$ cat src/rtl/icr_pkg.sv
package icr_pkg;

  // datapath widths
  localparam int unsigned PosWidth   = 16;
  localparam int unsigned DepthWidth = 8;
  localparam int unsigned SpanWidth  = 16;
  localparam int unsigned SymWidth   = 8;

  typedef logic [PosWidth-1:0]   pos_t;
  typedef logic [DepthWidth-1:0] depth_t;
  typedef logic [SpanWidth-1:0]  span_t;
  typedef logic [SymWidth-1:0]   sym_t;

  localparam pos_t   PosMax   = {PosWidth{1'b1}};
  localparam depth_t DepthMax = {DepthWidth{1'b1}};

  // length of the keyword plus its terminator
  localparam pos_t KeywordLen = pos_t'(3);

  // operation codes
  localparam logic OpSymbol  = 1'b0;
  localparam logic OpRestart = 1'b1;

  // characters of interest
  localparam sym_t ChI      = 8'h69;
  localparam sym_t ChF      = 8'h66;
  localparam sym_t ChSpace  = 8'h20;
  localparam sym_t ChLf     = 8'h0A;
  localparam sym_t ChLParen = 8'h28;
  localparam sym_t ChRParen = 8'h29;
  localparam sym_t ChLBrace = 8'h7B;
  localparam sym_t ChRBrace = 8'h7D;
  localparam sym_t ChColon  = 8'h3A;

  typedef enum logic [1:0] {
    StNotFound = 2'd0,
    StKeyword  = 2'd1,
    StReady    = 2'd2,
    StError    = 2'd3
  } status_e;

  typedef enum logic [2:0] {
    ErrNone        = 3'd0,
    ErrCloseParen  = 3'd1,
    ErrJunkKeyword = 3'd2,
    ErrTrueClose   = 3'd3,
    ErrJunkCond    = 3'd4,
    ErrFalseClose  = 3'd5,
    ErrJunkFalse   = 3'd6,
    ErrDepth       = 3'd7
  } err_e;

  typedef enum logic [1:0] {
    BrNone = 2'd0,
    BrTrue = 2'd1,
    BrBoth = 2'd2
  } branch_e;

  // one result word
  typedef struct packed {
    status_e status;
    err_e    error;
    branch_e branch;
    span_t   cond_start;
    span_t   cond_end;
    span_t   true_start;
    span_t   true_end;
    span_t   false_start;
    span_t   false_end;
  } res_t;

endpackage

$ cat src/rtl/icr_scan.sv
module icr_scan (
  input  logic            clk_i,
  input  logic            rst_ni,
  input  logic            step_i,
  input  logic            op_i,
  input  icr_pkg::sym_t   sym_i,
  output icr_pkg::res_t   res_o
);

  typedef enum logic [2:0] {
    ScKeyword = 3'd0,
    ScCond    = 3'd1,
    ScTrue    = 3'd2,
    ScFalse   = 3'd3,
    ScWeave   = 3'd4
  } scope_e;

  typedef enum logic [1:0] {
    BmPassive = 2'd0,
    BmOpen    = 2'd1,
    BmClosed  = 2'd2
  } body_e;

  // all-zero value is the reset state
  typedef struct packed {
    icr_pkg::pos_t    pos;
    icr_pkg::pos_t    wstart;
    logic             active;
    scope_e           scope;
    logic [15:0]      ftc;
    logic             hmode;
    icr_pkg::depth_t  hdepth;
    body_e            tmode;
    body_e            fmode;
    icr_pkg::depth_t  tdepth;
    icr_pkg::depth_t  fdepth;
    icr_pkg::pos_t    cs;
    icr_pkg::pos_t    ce;
    icr_pkg::pos_t    ts;
    icr_pkg::pos_t    te;
    icr_pkg::pos_t    fs;
    icr_pkg::pos_t    fe;
    icr_pkg::branch_e branch;
    icr_pkg::status_e status;
    icr_pkg::err_e    error;
  } state_t;

  state_t st_q, st_d;

  always_comb begin
    icr_pkg::pos_t end_p;
    icr_pkg::pos_t cur_p;
    logic          ws_c;
    logic          done;
    body_e         tm;
    body_e         fm;

    st_d  = st_q;
    end_p = (st_q.pos != icr_pkg::PosMax) ? st_q.pos + icr_pkg::pos_t'(1) : icr_pkg::PosMax;
    cur_p = end_p - icr_pkg::pos_t'(1);
    ws_c  = (sym_i == icr_pkg::ChSpace) || (sym_i == icr_pkg::ChLf);
    done  = 1'b0;
    tm    = st_q.tmode;
    fm    = st_q.fmode;

    if (step_i) begin
      if (op_i == icr_pkg::OpRestart) begin
        st_d = '0;
      end else if (st_q.error == icr_pkg::ErrNone) begin
        st_d.pos = end_p;
        // leading whitespace of a word
        if (!st_q.active) begin
          if (ws_c) begin
            if (st_q.wstart != icr_pkg::PosMax) begin
              st_d.wstart = st_q.wstart + icr_pkg::pos_t'(1);
            end
          end else begin
            st_d.active = 1'b1;
          end
        end

        if (st_d.active) begin
          // keyword capture and match
          if (st_d.scope == ScKeyword) begin
            if (cur_p >= st_d.wstart) begin
              if (cur_p == st_d.wstart) begin
                st_d.ftc[7:0] = sym_i;
              end else if (cur_p - st_d.wstart == icr_pkg::pos_t'(1)) begin
                st_d.ftc[15:8] = sym_i;
              end
            end
            if ((ws_c || sym_i == icr_pkg::ChLParen) && st_d.wstart <= end_p &&
                end_p - st_d.wstart == icr_pkg::KeywordLen &&
                st_d.ftc[7:0] == icr_pkg::ChI && st_d.ftc[15:8] == icr_pkg::ChF) begin
              st_d.wstart = end_p;
              st_d.active = 1'b0;
              st_d.scope  = ScCond;
              st_d.status = icr_pkg::StKeyword;
            end
          end

          case (st_d.scope)
            ScCond: begin
              if (sym_i == icr_pkg::ChLParen) begin
                if (!st_d.hmode) begin
                  st_d.cs    = end_p;
                  st_d.hmode = 1'b1;
                end
                if (st_d.hdepth == icr_pkg::DepthMax) begin
                  st_d.error  = icr_pkg::ErrDepth;
                  st_d.status = icr_pkg::StError;
                end else begin
                  st_d.hdepth = st_d.hdepth + icr_pkg::depth_t'(1);
                end
              end else if (sym_i == icr_pkg::ChRParen) begin
                if (!st_d.hmode) begin
                  st_d.error  = icr_pkg::ErrCloseParen;
                  st_d.status = icr_pkg::StError;
                end else begin
                  if (st_d.hdepth != '0) begin
                    st_d.hdepth = st_d.hdepth - icr_pkg::depth_t'(1);
                  end
                  if (st_d.hdepth == '0) begin
                    st_d.ce     = cur_p;
                    st_d.wstart = end_p;
                    st_d.active = 1'b0;
                    st_d.scope  = ScTrue;
                  end
                end
              end else if (!ws_c && !st_d.hmode) begin
                st_d.error  = icr_pkg::ErrJunkKeyword;
                st_d.status = icr_pkg::StError;
              end
            end
            ScTrue: begin
              if (sym_i == icr_pkg::ChLBrace) begin
                if (tm == BmPassive) begin
                  st_d.ts = cur_p;
                  tm      = BmOpen;
                end
                if (tm == BmOpen) begin
                  if (st_d.tdepth == icr_pkg::DepthMax) begin
                    st_d.tmode  = tm;
                    st_d.error  = icr_pkg::ErrDepth;
                    st_d.status = icr_pkg::StError;
                    done        = 1'b1;
                  end else begin
                    st_d.tdepth = st_d.tdepth + icr_pkg::depth_t'(1);
                  end
                end
              end
              if (sym_i == icr_pkg::ChRBrace) begin
                if (tm == BmPassive) begin
                  st_d.error  = icr_pkg::ErrTrueClose;
                  st_d.status = icr_pkg::StError;
                  done        = 1'b1;
                end else if (tm == BmOpen) begin
                  if (st_d.tdepth != '0) begin
                    st_d.tdepth = st_d.tdepth - icr_pkg::depth_t'(1);
                  end
                  if (st_d.tdepth == '0) begin
                    st_d.te    = end_p;
                    st_d.tmode = BmClosed;
                    done       = 1'b1;
                  end
                end
              end
              if (!done) begin
                st_d.tmode = tm;
                if (!ws_c) begin
                  if (tm == BmPassive) begin
                    st_d.error  = icr_pkg::ErrJunkCond;
                    st_d.status = icr_pkg::StError;
                  end else if (tm == BmClosed) begin
                    // first non-whitespace character after the true body picks the form
                    if (sym_i == icr_pkg::ChColon) begin
                      st_d.branch = icr_pkg::BrBoth;
                      st_d.scope  = ScFalse;
                    end else begin
                      st_d.branch = icr_pkg::BrTrue;
                      st_d.scope  = ScWeave;
                      st_d.status = icr_pkg::StReady;
                    end
                    st_d.wstart = end_p;
                    st_d.active = 1'b0;
                  end
                end
              end
            end
            ScFalse: begin
              if (sym_i == icr_pkg::ChLBrace) begin
                if (fm == BmPassive) begin
                  st_d.fs    = cur_p;
                  fm         = BmOpen;
                  st_d.fmode = fm;
                end
                if (st_d.fdepth == icr_pkg::DepthMax) begin
                  st_d.error  = icr_pkg::ErrDepth;
                  st_d.status = icr_pkg::StError;
                end else begin
                  st_d.fdepth = st_d.fdepth + icr_pkg::depth_t'(1);
                end
              end else if (sym_i == icr_pkg::ChRBrace) begin
                if (fm == BmPassive) begin
                  st_d.error  = icr_pkg::ErrFalseClose;
                  st_d.status = icr_pkg::StError;
                end else begin
                  if (st_d.fdepth != '0) begin
                    st_d.fdepth = st_d.fdepth - icr_pkg::depth_t'(1);
                  end
                  if (st_d.fdepth == '0) begin
                    st_d.fe     = end_p;
                    st_d.scope  = ScWeave;
                    st_d.status = icr_pkg::StReady;
                    st_d.wstart = end_p;
                    st_d.active = 1'b0;
                  end
                end
              end else if (!ws_c && fm == BmPassive) begin
                st_d.error  = icr_pkg::ErrJunkFalse;
                st_d.status = icr_pkg::StError;
              end
            end
            default: begin
            end
          endcase
        end
      end
    end
  end

  always_ff @(posedge clk_i or negedge rst_ni) begin
    if (!rst_ni) begin
      st_q <= '0;
    end else begin
      st_q <= st_d;
    end
  end

  always_comb begin
    res_o.status      = st_d.status;
    res_o.error       = st_d.error;
    res_o.branch      = st_d.branch;
    res_o.cond_start  = icr_pkg::span_t'(st_d.cs);
    res_o.cond_end    = icr_pkg::span_t'(st_d.ce);
    res_o.true_start  = icr_pkg::span_t'(st_d.ts);
    res_o.true_end    = icr_pkg::span_t'(st_d.te);
    res_o.false_start = icr_pkg::span_t'(st_d.fs);
    res_o.false_end   = icr_pkg::span_t'(st_d.fe);
  end

endmodule

$ cat src/rtl/if_construct_recognizer.sv
// if-construct recognizer: takes one source character word per cycle unless the result channel
// stalls, and tracks the form "if (cond) {true} [: {false}]", skipping leading spaces and line
// feeds, counting nested parentheses and braces, and returns one result word per input word
// with status, error kind, branch kind and the six span positions as they stand after that
// character. A restart word clears everything. Errors are sticky until a restart. Throughput
// is one word per cycle with no bubbles unless the result channel stalls; an accepted word
// passes from the input register through the single-pass scanner update into the output register.
// The output register lets a new word be taken while a finished result still waits.
module if_construct_recognizer (
  input  logic                  clk_i,
  input  logic                  rst_ni,
  // input channel
  input  logic                  in_valid_i,
  output logic                  in_ready_o,
  input  logic                  operation_i,
  input  logic [7:0]            symbol_i,
  // result channel
  output logic                  out_valid_o,
  input  logic                  out_ready_i,
  output logic [1:0]            status_o,
  output logic [2:0]            error_kind_o,
  output logic [1:0]            branch_kind_o,
  output logic [15:0]           condition_start_o,
  output logic [15:0]           condition_end_o,
  output logic [15:0]           true_start_o,
  output logic [15:0]           true_end_o,
  output logic [15:0]           false_start_o,
  output logic [15:0]           false_end_o
);

  // input register
  logic          in_vld_q;
  logic          op_q;
  icr_pkg::sym_t sym_q;

  // output register
  logic          out_vld_q;
  icr_pkg::res_t res_q;

  logic          advance;
  logic          step;
  icr_pkg::res_t res;

  // the output register frees up when empty or when its word is taken
  assign advance    = !out_vld_q || out_ready_i;
  // a held word moves through the scanner only when its result has a place to go
  assign step       = in_vld_q && advance;
  assign in_ready_o = !in_vld_q || advance;

  always_ff @(posedge clk_i or negedge rst_ni) begin
    if (!rst_ni) begin
      in_vld_q <= 1'b0;
    end else if (in_ready_o) begin
      in_vld_q <= in_valid_i;
    end
  end

  // payload, no reset needed
  always_ff @(posedge clk_i) begin
    if (in_valid_i && in_ready_o) begin
      op_q  <= operation_i;
      sym_q <= symbol_i;
    end
  end

  // scanner state and its single-pass update
  icr_scan u_scan (
    .clk_i  (clk_i),
    .rst_ni (rst_ni),
    .step_i (step),
    .op_i   (op_q),
    .sym_i  (sym_q),
    .res_o  (res)
  );

  always_ff @(posedge clk_i or negedge rst_ni) begin
    if (!rst_ni) begin
      out_vld_q <= 1'b0;
    end else if (advance) begin
      out_vld_q <= in_vld_q;
    end
  end

  always_ff @(posedge clk_i) begin
    if (step) begin
      res_q <= res;
    end
  end

  assign out_valid_o       = out_vld_q;
  assign status_o          = res_q.status;
  assign error_kind_o      = res_q.error;
  assign branch_kind_o     = res_q.branch;
  assign condition_start_o = res_q.cond_start;
  assign condition_end_o   = res_q.cond_end;
  assign true_start_o      = res_q.true_start;
  assign true_end_o        = res_q.true_end;
  assign false_start_o     = res_q.false_start;
  assign false_end_o       = res_q.false_end;

endmodule

$ cat config.mk
export PLATFORM = sky130hd
export DESIGN_NAME = if_construct_recognizer
export DESIGN_NICKNAME = d
export VERILOG_FILES = /design/src/rtl/icr_pkg.sv /design/src/rtl/icr_scan.sv /design/src/rtl/if_construct_recognizer.sv
export SDC_FILE = /design/constraint.sdc
export NUM_CORES = 1
export LEC_CHECK = 0
export BUFFER_PORTS_ARGS = -buffer_cell sky130_fd_sc_hd__buf_2
export CAP_MARGIN = 30
export CORE_MARGIN = 3
export CORE_UTILIZATION = 24
export CTS_CLUSTER_SIZE = 40
export DETAILED_ROUTE_END_ITERATION = 10
export PLACE_DENSITY = 0.35
export SYNTH_ARGS = -nofsm -noshare
export SYNTH_HDL_FRONTEND = slang
export SYNTH_SLANG_ARGS = --single-unit
$ cat constraint.sdc
create_clock -name clk_i -period 13.1 [get_ports clk_i]
set_input_delay 1.31 -clock clk_i [delete_from_list [all_inputs] [get_ports clk_i]]
set_output_delay 1.31 -clock clk_i [all_outputs]
set_load 0.05 [all_outputs]
==> Yosys cells after proc, flatten, opt, wreduce, memory -nomap -nowiden <==
Index checks and enable logic that the tools add are counted.
{ "word_totals": {"elab_cells": 306, "ff_bits": 298} }
{ "op_classes": {"magnitude_cmp": 2, "mux": 187, "n_reduce_logical": 46, "add_sub_neg": 11, "eq_ne": 27} }
{ "ops": {"columns": ["cell", "n"], "rows": [
  ["$mux W16", 27],
  ["$mux W8", 51],
  ["$mux W184", 2],
  ["$mux W20", 13],
  ["$mux W36", 5],
  ["$mux W168", 1],
  ["$mux W103", 1],
  ["$mux W32", 3],
  ["$mux W5", 19],
  ["$mux W2", 38],
  ["$mux W17", 4],
  ["$pmux W20 S3", 1],
  ["$add A16 B1 Y16 const B", 2],
  ["$eq A8 B6 Y1 const B", 4],
  ["$eq A8 B7 Y1 const B", 4],
  ["$ne A16 B16 Y1 const B", 2],
  ["$sub A16 B16 Y16", 2],
  ["$add A8 B1 Y8 const B", 3],
  ["$eq A8 B8 Y1 const B", 3],
  ["$logic_not A8 Y1", 3],
  ["$reduce_bool A8 Y1", 3],
  ["$sub A8 B1 Y8 const B", 3],
  ["$eq A16 B1 Y1 const B", 1],
  ["$eq A16 B16 Y1", 1],
  ["other kinds (30)", 77]
]} }

==> Logic depth before layout (Yosys ltp) <==
Gate-level depths: netlist of the first run.
{ "logic_depth": {"depth_word": 66, "mapped_depth": 29, "depth_no_buf": 25} }

==> By module <==
A second synthesis of the first run with hierarchy kept.
{ "unflattened": {"cells_unflattened": 1647, "hier_area_um2": 16467.0} }
{ "by_module_without_submodules": {"columns": ["mod", "cells_each", "area_each_um2", "seq_area_each_um2", "instances"], "rows": [
  ["icr_scan", 1527, 13000.0, 4579.4, 1],
  ["if_construct_recognizer", 120, 3467.1, 3413.3, 1]
]} }

==> Least setup slack after synthesis of the first run <==
No wires, ideal clock.
{ "synth_timing": {"kind": "register -> register", "startpoint": "reg u_scan.st_q[171] (netlist bit)", "endpoint": "reg res_q, in the netlist condition_start_o[10], data pin", "period_less_slack_ns": 6.431, "required_time_ns": 12.835, "t_arrival_ns": 6.166, "setup_ns": 0.265, "stages_incl_launch_ff": 28, "setup_slack_ns": 6.669, "cell_sequence": "dfrtp_1 clkbuf_1 and4_1 nand4_1 or3_1 clkbuf_1 nand2_1 inv_1 ha_1 nand3_1 nor3_1 nand3_1 nor3_1 xnor2_1 ha_1 and4_4 nand3_2 or4_4 or3_1 a211oi_1 nand4b_1 or3_4 inv_1 a21oi_1 nor4_2 buf_2 nor3b_1 a221o_1"} }
{ "synth_rtl": {"columns": ["item", "line_no", "rtl"], "rows": [
  ["start, declared", "icr_scan.sv:48", "state_t st_q, st_d;"],
  ["start signal, assigned", "icr_scan.sv:236", "st_q <= st_d;"],
  ["end signal, assigned", "if_construct_recognizer.sv:86", "res_q <= res;"],
  ["end, declared", "if_construct_recognizer.sv:38", "icr_pkg::res_t res_q;"]
]} }

==> Worst setup path after layout of the first run <==
{ "layout_timing": {"startpoint": "reg u_scan.st_q[168] (netlist bit)", "endpoint": "reg u_scan.st_q[157] (netlist bit)"} }
{ "layout_between": {"elab_chain_len": 29, "word_cells_on_any_way": 51} }
{ "layout_rtl": {"columns": ["item", "line_no", "rtl"], "rows": [
  ["$add A16 B1 Y16 / $ne A16 B16 Y1 (equally long branches)", "icr_scan.sv:59", "end_p = (st_q.pos != icr_pkg::PosMax) ? st_q.pos + icr_pkg::pos_t'(1) : icr_pkg::PosMax;"],
  ["$mux W16 *", "icr_scan.sv:59", null],
  ["$sub A16 B1 Y16", "icr_scan.sv:60", "cur_p = end_p - icr_pkg::pos_t'(1);"],
  ["$sub A16 B16 Y16", "icr_scan.sv:88", "end else if (cur_p - st_d.wstart == icr_pkg::pos_t'(1)) begin"],
  ["$eq A16 B1 Y1", "icr_scan.sv:88", null],
  ["$mux W8", "icr_scan.sv:88", null],
  ["$mux W8", "icr_scan.sv:86", "if (cur_p == st_d.wstart) begin"],
  ["$mux W16", "icr_scan.sv:85", "if (cur_p >= st_d.wstart) begin"],
  ["[... 13 more ...]", null, null],
  ["$mux W20, on equally long branches", "icr_scan.sv:211, icr_scan.sv:123, icr_scan.sv:174", null],
  ["$mux W20, on equally long branches", "icr_scan.sv:204, icr_scan.sv:116, icr_scan.sv:171", null],
  ["$mux W20, on equally long branches", "icr_scan.sv:203, icr_scan.sv:115, icr_scan.sv:170", null],
  ["$mux W20, on equally long branches", "icr_scan.sv:191, icr_scan.sv:104, icr_scan.sv:168", null],
  ["$pmux W20 S3 *", "icr_scan.sv:102", "case (st_d.scope)"],
  ["$mux W168 *", "icr_scan.sv:82", "if (st_d.active) begin"],
  ["$mux W184 *", "icr_scan.sv:69", "end else if (st_q.error == icr_pkg::ErrNone) begin"],
  ["$mux W184 *", "icr_scan.sv:67", "if (op_i == icr_pkg::OpRestart) begin"]
]} }
Every way passes the cells marked *; elsewhere a longest branch is shown, timed or not. The select of a mux whose other input is x is not followed.
A chain may end at the register's enable or synchronous reset.

==> summary.md, run 1 <==
| Metric | Value |
|---|---|
| Clock-pin slew on the worst setup and hold paths | 0.06 ns |
| CP Max Fanout | 16 |
| Number of instances in the synthesized netlist | 1658 |
| Average cell area after synthesis | 9.742 um2 |
| Fin Setup TNS | 0 ns |
| Period utilization | 63.06% |
| Area of the multi-input gates | 7680 um2 |
| CTS Root Cell | sky130_fd_sc_hd__clkbuf_16 |
| Leak | 0.007859 uW |
| Worst setup startpoint | u_scan.st_q[168]$_DFFE_PN0P_ |
| Endpoint of the lowest-slack register-to-register path | u_scan.st_q[157]$_DFFE_PN0P_ |
| Number of input and output port buffers inserted | 117 |
| Number of antenna repair diodes | 0 |
| CTS tree | yes |
| Max Clock Freq | 121.1 MHz |
| Deepest clock path buffer count | 3 |
| Number of I/O pins | 118 |
| Highest-count cells in the layout ignoring fill and taps | 197 x sky130_fd_sc_hd__nand2_1, 185 x sky130_fd_sc_hd__dfrtp_1, 153 x sky130_fd_sc_hd__o21ai_0, 118 x sky130_fd_sc_hd__buf_2, 114 x sky130_fd_sc_hd__nor2_1 |
| Antenna Violating Nets Remaining | 0 |
| Clock buffers created by TritonCTS | 40 |
| Pwr/cell area | 165.3 nW/um2 |
| Number of gates resized after CTS | 0 |
| Violation count after the first detailed-route iteration | 967 |
| Area inside the core boundary | 66220 um2 |
| Number of clock sinks | 297 |
| Worst path arrival time | 8.70 ns |
| Die area | 70450 um2 |
| GR Overflow Total | 0 |
| Nets | 1821 |
| Synth unique cells | 88 |
| Global-route usage over all layers | 16.28% |
| Total routed wirelength | 58450 um |
| H-tree Lvls | 2 |
| Number of hold violations in the final report | 0 |
| Routed length per instance | 22.00 um |
| Worst R2R Path Depth | 24 |
| Vias | 13451 |
| Power dissipated by switching net loads | 1117 uW |
| HPWL reported at the end of detailed placement | 41500 um |
| Synth warnings | 0 |
| Number of storage elements in the synthesis netlist | 297 |
| Startpoint-to-endpoint class of the critical path | flop to flop |
| Most common cell after layout, fill and taps aside | sky130_fd_sc_hd__nand2_1 |
| Number of fill cells | 6913 |
| Source-to-sink clock delay at the later pin of the worst-skew pair | 0.57 ns |
| Reg-to-reg critical path startpoint | u_scan.st_q[168]$_DFFE_PN0P_ |
| Final Hold Slack | 0.4976 ns |
| Dominant cell type by area after synthesis | sky130_fd_sc_hd__dfrtp_1 |
| Startpoint type of the worst setup path | flop |
| Max IR drop VDD | 0.07730 mV |
| Count of flip-flops with a built-in enable after synthesis | 112 |
| Final clock skew | 0.03567 ns |
| Comb power frac | 29.2% |
| Via count of the first global-routing pass | 13231 |
| Primary FF master, synth | sky130_fd_sc_hd__dfrtp_1 |
| Starting Density | 24.39% |
| Cell types with the largest area share after synthesis | sky130_fd_sc_hd__dfrtp_1 29%, sky130_fd_sc_hd__edfxtp_1 21%, sky130_fd_sc_hd__o21ai_0 4.8% |
| Worst hold path type | flop to flop |
| Die height | 265.4 um |
| Routability cong. | 0.8782 |
| Worst Tran Pin Value | 1.029 ns |
| Floorplan row count | 94 |
| Number of antenna violations at the first check in global routing | 1 |
| Total nets after synthesis | 1718 |
| Part of the power in registers | 35.4% |
| Via-to-Cell Ratio | 5.062 |
| Area growth, synth to finish | 18.37% |
| Crit. End Element | flop |
| Relative max-transition margin | 31.13% |
| Max-cap check violation count | 0 |
| Final number of max-transition violations | 0 |
| Proportion of layout cells with a drive suffix above 1 | 13.66% |
| Fraction of synthesized cell area taken by the top area cell type | 28.66% |
| Hold buffer count at cts | 0 |
| First-pass detailed-route iteration total | 7 |
| FF/Latch Area | 7993 um2 |
| End point of the critical path | u_scan.st_q[157]$_DFFE_PN0P_ |
| Worst endpoint required time | 13.54 ns |
| Fraction of power spent switching nets | 35.36% |
| Post-CTS setup-driven buffer insertion count | 0 |
| Min Clock Period, post-route | 8.261 ns |
| Sequential cell area fraction in the yosys report | 49.48% |
| Clock power share | 35.4% |
| Outcome | complete, no violations |
| Remaining routing DRC violations | 0 |
| Maximum number of pins on one net before global-route repair | 97 |
| Netlist Area Pre-Place | 16150 um2 |
| Number of failing setup endpoints in the final timing report | 0 |
| Setup slack, reg-to-reg | 4.84 ns |
| Fraction of synthesis flops using an asynchronous set or reset pin | 62.29% |
| Design internal power | 2043 uW |
| Die width | 265.4 um |
| First-pass GRT wire length | 87600 um |
| Unrepaired setup endpoints after global routing | no |
## kinds of logic after synthesis
family                     Yosys count  synth area share (%)
and+or+nand+nor                    595                 18.24
AOI/OAI and AO/OA                  507                 20.92
DFF                                297                 49.48
buffers and inverters              133                 3.161
xor gates and xnor gates            59                 3.199
adders and majority gates           47                 3.734
muxes                               20                 1.255
## critical path, cell delays in order, from the launching register on
cell and delay [ns]:
sky130_fd_sc_hd__dfrtp_1 0.47, sky130_fd_sc_hd__ha_1 0.33, sky130_fd_sc_hd__nand4_1 0.24, sky130_fd_sc_hd__or3_1 0.34, sky130_fd_sc_hd__nand2_1 0.33, sky130_fd_sc_hd__inv_1 0.29, sky130_fd_sc_hd__ha_1 0.25, sky130_fd_sc_hd__nand3_1 0.13
sky130_fd_sc_hd__nor3_1 0.30, sky130_fd_sc_hd__nand3_1 0.18, sky130_fd_sc_hd__nor3_1 0.39, sky130_fd_sc_hd__nand2_1 0.12, sky130_fd_sc_hd__xnor2_1 0.78, sky130_fd_sc_hd__ha_1 0.31, sky130_fd_sc_hd__nand3_1 0.08, sky130_fd_sc_hd__or4_4 0.55
sky130_fd_sc_hd__or3_1 0.40, sky130_fd_sc_hd__a211oi_1 0.25, sky130_fd_sc_hd__nand4b_1 0.14, sky130_fd_sc_hd__or3_4 0.40, sky130_fd_sc_hd__or3_4 0.40, sky130_fd_sc_hd__o21ai_2 0.55, sky130_fd_sc_hd__and2_1 0.54, sky130_fd_sc_hd__o21ai_0 0.15
sky130_fd_sc_hd__a22o_1 0.22
## power by group through the flow
stage / combinational (uW) / sequential (uW) / clock (uW)
floorplan: 614 / 1180 / 0
global placement: 931 / 1130 / 0
detailed placement: 921 / 1130 / 0
CTS: 927 / 1120 / 1170
global route: 1020 / 1130 / 1200
finish: 923 / 1120 / 1120
## layer usage
| metal | up-vias | global-route usage (%) | wire length, um |
|---|---|---|---|
| li1 | 6403 | - | - |
| met1 | 6673 | 22.23 | 27080 |
| met2 | 297 | 26.68 | 27670 |
| met3 | 78 | 2.849 | 2342 |
| met4 | 0 | 4.366 | 1360 |
| met5 | - | 0 | 0 |
## through the flow
step                      power (uW)  instances  util (%)  instance area (um2)  setup WS (ns)
after CTS                       3211       2656     28.83                19090          4.856
after detailed placement        2055       2582     26.81                17750          4.891
after global placement          2065       2579     26.78                17730          5.203
after global routing            3352       2657     28.87                19120          4.220
after floorplan                 1791       1658         -                16150          6.669
final                           3160       2657     28.87                19120          4.839
## how the worst min path moves through the flow
stage                              startpoint                         to  slack (ns)  cells past startpoint
floorplan           u_scan.st_q[12]$_DFF_PN0_  u_scan.st_q[12]$_DFF_PN0_        0.45                      2
global placement    u_scan.st_q[95]$_DFF_PN0_  u_scan.st_q[95]$_DFF_PN0_        0.49                      2
detailed placement  u_scan.st_q[95]$_DFF_PN0_  u_scan.st_q[95]$_DFF_PN0_        0.48                      2
CTS                 u_scan.st_q[95]$_DFF_PN0_  u_scan.st_q[95]$_DFF_PN0_        0.50                      2
global route        u_scan.st_q[29]$_DFF_PN0_  u_scan.st_q[29]$_DFF_PN0_        0.51                      1
finish              u_scan.st_q[94]$_DFF_PN0_  u_scan.st_q[94]$_DFF_PN0_        0.50                      2
## flip-flops by register name, indices dropped and copies added, names as in the netlist, 3 cells and up
name	count
u_scan.st_q	183
condition_end_o	16
condition_start_o	16
false_end_o	16
false_start_o	16
true_end_o	16
true_start_o	16
sym_q	8
error_kind_o	3
## layout make-up
type,count,share of cell area (%)
clock buffers,46,5.458
clock inverters,28,1.551
inverters,47,0.9358
multi-input cells,1228,40.17
flip-flops and latches,297,41.80
well taps,864,5.654
repair buffers,147,4.430
## cell usage after synthesis, drive strengths merged, types with 5 or more instances
master,instances
a211oi,10
a21o,12
a21oi,92
a221o,16
a221oi,5
a22o,55
a22oi,43
a31oi,11
and2,9
and3,20
and4,6
buf,8
clkbuf,78
dfrtp,185
edfxtp,112
ha,45
inv,44
mux2i,18
nand2,198
nand2b,18
nand3,61
nand3b,9
nand4,24
nor2,115
nor2b,15
nor3,48
nor3b,21
nor4,10
nor4b,6
o2111ai,5
o211ai,5
o21a,9
o21ai,169
o21bai,6
o221ai,6
o22ai,6
o2bb2ai,5
o311ai,8
o31ai,8
or2,7
or3,11
or3b,6
xnor2,32
xor2,27
Note: power is estimated with default switching activity, not from simulation.
==> run 2: changes to the inputs <==
--- a/config.mk
+++ b/config.mk
@@ -5,6 +5,7 @@
 export SDC_FILE = /design/constraint.sdc
 export NUM_CORES = 1
 export LEC_CHECK = 0
+export ABC_AREA = 1
 export BUFFER_PORTS_ARGS = -buffer_cell sky130_fd_sc_hd__buf_2
 export CAP_MARGIN = 30
 export CORE_MARGIN = 3
==> constraint.sdc (replaced) <==
create_clock -name clk_i -period 8.25 [get_ports clk_i]
set_input_delay 0.825 -clock clk_i [delete_from_list [all_inputs] [get_ports clk_i]]
set_output_delay 0.825 -clock clk_i [all_outputs]
set_load 0.05 [all_outputs]
==> summary.md, run 2 <==
| Metric | Value |
|---|---|
| Via-to-Cell Ratio | 4.720 (-6.8%) |
| Number of input and output port buffers inserted | 117 (unchanged) |
| Remaining routing DRC violations | 0 (unchanged) |
| Area growth, synth to finish | 18.00% |
| Number of hold violations in the final report | 0 (unchanged) |
| Wire length on met1 | 31070 um (+15%) |
| Dominant cell type by area after synthesis | sky130_fd_sc_hd__dfrtp_1 |
| Relative max-transition margin | 30.67% (-0.46 points) |
| Worst R2R Path Depth | 43 (+79%) |
| CP max stage delay | 0.52 ns (-0.26 ns) |
| Number of I/O pins | 118 (unchanged) |
| Fraction of power spent switching nets | 44.87% (+9.5 points) |
| Design internal power | 3548 uW (+74%) |
| Die area | 77550 um2 (+10%) |
| Die width | 278.5 um (+4.9%) |
| Via count of the first global-routing pass | 16017 (+21%) |
| Starting Density | 24.34% (-0.051 points) |
| Violation count after the first detailed-route iteration | 1240 (+28%) |
| Comb power frac | 44.4% (+15 points) |
| Worst hold path type | input port to async pin |
| Total routed wirelength | 65090 um (+11%) |
| Commonest cells in the synthesized netlist | 540 x sky130_fd_sc_hd__nand2_1, 315 x sky130_fd_sc_hd__inv_1, 238 x sky130_fd_sc_hd__o21ai_0 |
| Outcome | complete, no violations |
| Reg-to-reg critical path startpoint | u_scan.st_q[168]$_DFFE_PN0P_ |
| CP Max Fanout | 11 (-5) |
| Proportion of layout cells with a drive suffix above 1 | 11.49% (-2.2 points) |
| Max Clock Freq | 137.8 MHz (+14%) |
| Highest-count cells in the layout ignoring fill and taps | 539 x sky130_fd_sc_hd__nand2_1, 313 x sky130_fd_sc_hd__inv_1, 238 x sky130_fd_sc_hd__o21ai_0, 202 x sky130_fd_sc_hd__nor2_1, 185 x sky130_fd_sc_hd__dfrtp_1 |
| H-tree Lvls | 2 (unchanged) |
| Number of failing setup endpoints in the final timing report | 0 (unchanged) |
| Cell types with the largest area share after synthesis | sky130_fd_sc_hd__dfrtp_1 26%, sky130_fd_sc_hd__edfxtp_1 19%, sky130_fd_sc_hd__nand2_1 11% |
| Period utilization | 87.96% (+25 points) |
| Average cell area after synthesis | 7.654 um2 (-21%) |
| Max IR drop VDD | 0.1494 mV (+93%) |
| Deepest clock path buffer count | 3 (unchanged) |
| Most instantiated library cell after synthesis | sky130_fd_sc_hd__nand2_1 |
| Fin Setup TNS | 0 ns (unchanged) |
| Setup Slack @ Placement | 0.7717 ns (-4.119 ns) |
| Startpoint-to-endpoint class of the critical path | flop to flop |
| Synth unique cells | 56 (-36%) |
| Dominant cell type by count on the critical path | sky130_fd_sc_hd__nand2_1 |
| Vias | 16278 (+21%) |
| Part of the power in registers | 26.7% (-8.7 points) |
| Netlist Area Pre-Place | 17820 um2 (+10%) |
| Worst Tran Pin Value | 1.037 ns (+0.008031 ns) |
| Number of clock sinks | 297 (unchanged) |
| Final number of max-transition violations | 0 (unchanged) |
| Setup slack, reg-to-reg | 0.99 ns (-3.85 ns) |
| First-pass GRT wire length | 100200 um (+14%) |
| Number of antenna repair diodes | 0 (unchanged) |
| FF/Latch Area | 7993 um2 (unchanged) |
| Clock power share | 28.9% (-6.5 points) |
| Global-route usage over all layers | 16.60% (+0.32 points) |
| Worst endpoint required time | 8.52 ns (-5.02 ns) |
| Hold buffer count at cts | 0 (unchanged) |
| Number of antenna violations at the first check in global routing | 0 (-1) |
| Most common cell after layout, fill and taps aside | sky130_fd_sc_hd__nand2_1 |
| Leak | 0.009887 uW (+26%) |
| CTS Root Cell | sky130_fd_sc_hd__clkbuf_16 |
| Worst path arrival time | 7.53 ns (-1.17 ns) |
| Top reg by flops | u_scan.st_q |
| Fraction of synthesis flops using an asynchronous set or reset pin | 62.29% (unchanged) |
| Number of fill cells | 7962 (+15%) |
| Number of instances in the synthesized netlist | 2328 (+40%) |
| Worst setup margin | 0.9933 ns (-3.846 ns) |
| First-pass detailed-route iteration total | 5 (-2) |
| Count of flip-flops with a built-in enable after synthesis | 112 (unchanged) |
| CTS tree | yes |
| Primary FF master, synth | sky130_fd_sc_hd__dfrtp_1 |
| Synth warnings | 0 (unchanged) |
| Number of storage elements in the synthesis netlist | 297 (unchanged) |
| Power dissipated by switching net loads | 2887 uW (+160%) |
| Area of the multi-input gates | 8325 um2 (+8.4%) |
| GR Overflow Total | 0 (unchanged) |
| Total nets after synthesis | 2388 (+39%) |
| Routed length per instance | 18.87 um (-14%) |
| Max-cap check violation count | 0 (unchanged) |
| Top layer reached by signal wires | met4 |
| Antenna Violating Nets Remaining | 0 (unchanged) |
| Min Clock Period, post-route | 7.257 ns (-1.004 ns) |
| Floorplan row count | 99 (+5.3%) |
| Fraction of synthesized cell area taken by the top area cell type | 25.98% (-2.7 points) |
| Final clock skew | 0.02550 ns (-0.01017 ns) |
| Slowest cell on crit path | sky130_fd_sc_hd__ha_1 |
| Crit. End Element | flop |
| Pwr/cell area | 306.0 nW/um2 (+85%) |
| Area inside the core boundary | 73210 um2 (+11%) |
| Clock-pin slew on the worst setup and hold paths | 0.06 ns (about the same) |
| Clock buffers created by TritonCTS | 39 (-2.5%) |
| Sum of met3 wire segment lengths after detailed routing | 2508 um (+7.1%) |
| Maximum number of pins on one net before global-route repair | 103 (+6.2%) |
| Nets | 2519 (+38%) |
| Endpoint of the lowest-slack register-to-register path | condition_start_o[6]$_DFFE_PP_ |
| Routability cong. | 0.8439 (-3.9%) |
| Die height | 278.5 um (+4.9%) |
| Flip-flop count of the largest register after layout | 183 (unchanged) |
| Unrepaired setup endpoints after global routing | no |
| HPWL reported at the end of detailed placement | 47750 um (+15%) |
| Startpoint type of the worst setup path | flop |
| Met2 WL post-DR | 30120 um (+8.8%) |
| Source-to-sink clock delay at the later pin of the worst-skew pair | 0.58 ns (about the same) |
| Sequential cell area fraction in the yosys report | 44.85% (-4.6 points) |
run 2: worst max-delay path: cells and delay by family (launching register included):
kind,cells,cell delay (ns)
buffers and inverters,3,0.35
adders and majority gates,3,0.98
DFF,1,0.38
and+or+nand+nor,33,4.54
AOI/OAI and AO/OA,4,0.68
run 2: worst max-delay path by stage:
stage                     cells after the start  slack (ns)                    startpoint                         endpoint
after floorplan                              47        2.29  u_scan.st_q[168]$_DFFE_PN0P_  condition_start_o[11]$_DFFE_PP_
after global placement                       45        0.94  u_scan.st_q[168]$_DFFE_PN0P_    condition_end_o[14]$_DFFE_PP_
after detailed placement                     45        0.77  u_scan.st_q[168]$_DFFE_PN0P_   condition_start_o[9]$_DFFE_PP_
after CTS                                    45        0.74  u_scan.st_q[168]$_DFFE_PN0P_   condition_start_o[9]$_DFFE_PP_
after global routing                         48        0.14  u_scan.st_q[168]$_DFFE_PN0P_     u_scan.st_q[167]$_DFFE_PN0P_
final                                        43        0.99  u_scan.st_q[168]$_DFFE_PN0P_   condition_start_o[6]$_DFFE_PP_
run 2: stage by stage:
stage                     instance area, um2  utilization [%]  total power (uW)  std cells  hold slack, ns
after floorplan                        17820                -              3736       2328          0.4454
after global placement                 19580            26.74              4614       3374          0.4701
after detailed placement               19630            26.81              4609       3377          0.4667
after CTS                              21020            28.71              6517       3449          0.2711
after global routing                   21030            28.72              6910       3449          0.2808
final                                  21030            28.72              6435       3449          0.2678
run 2: timing repair:
action | CTS | global route
resized for setup | 0 | 1
setup buffers | 0 | 0
setup endpoints to repair | 0 | 5
run 2: kinds of logic (layout without fill, tap and decap cells):
kind of cell / count (synthesis) / in the layout / share of synthesized area (%)
flops: 297 / 297 / 44.85
xor+xnor: 50 / 50 / 2.458
simple gates: 1050 / 1050 / 25.82
compound gates: 492 / 492 / 14.93
fa+ha+maj: 47 / 47 / 3.384
buf+inv: 392 / 554 / 8.559
run 2: layout make-up:
type                            count  share of cell area [%]
Multi-Input combinational cell   1639                   39.59
Timing Repair Buffer              149                   4.100
Clock inverter                     31                   1.851
Clock buffer                       41                   4.772
Inverter                          333                   5.968
Sequential cell                   297                   38.01
Tap cell                          959                   5.706
run 2: metal layers:
layer / global-route usage [%] / vias up
li1: - / 8007
met1: 23.26 / 7840
met2: 27.35 / 352
met3: 1.946 / 79
met4: 4.027 / 0
met5: 0 / -
run 2: power groups by stage:
stage               logic, uW  registers (uW)  clock network [uW]
global route             3200            1730                1980
detailed placement       2860            1750                   0
global placement         2860            1750                   0
CTS                      2870            1720                1920
floorplan                1810            1920                   0
finish                   2860            1720                1860
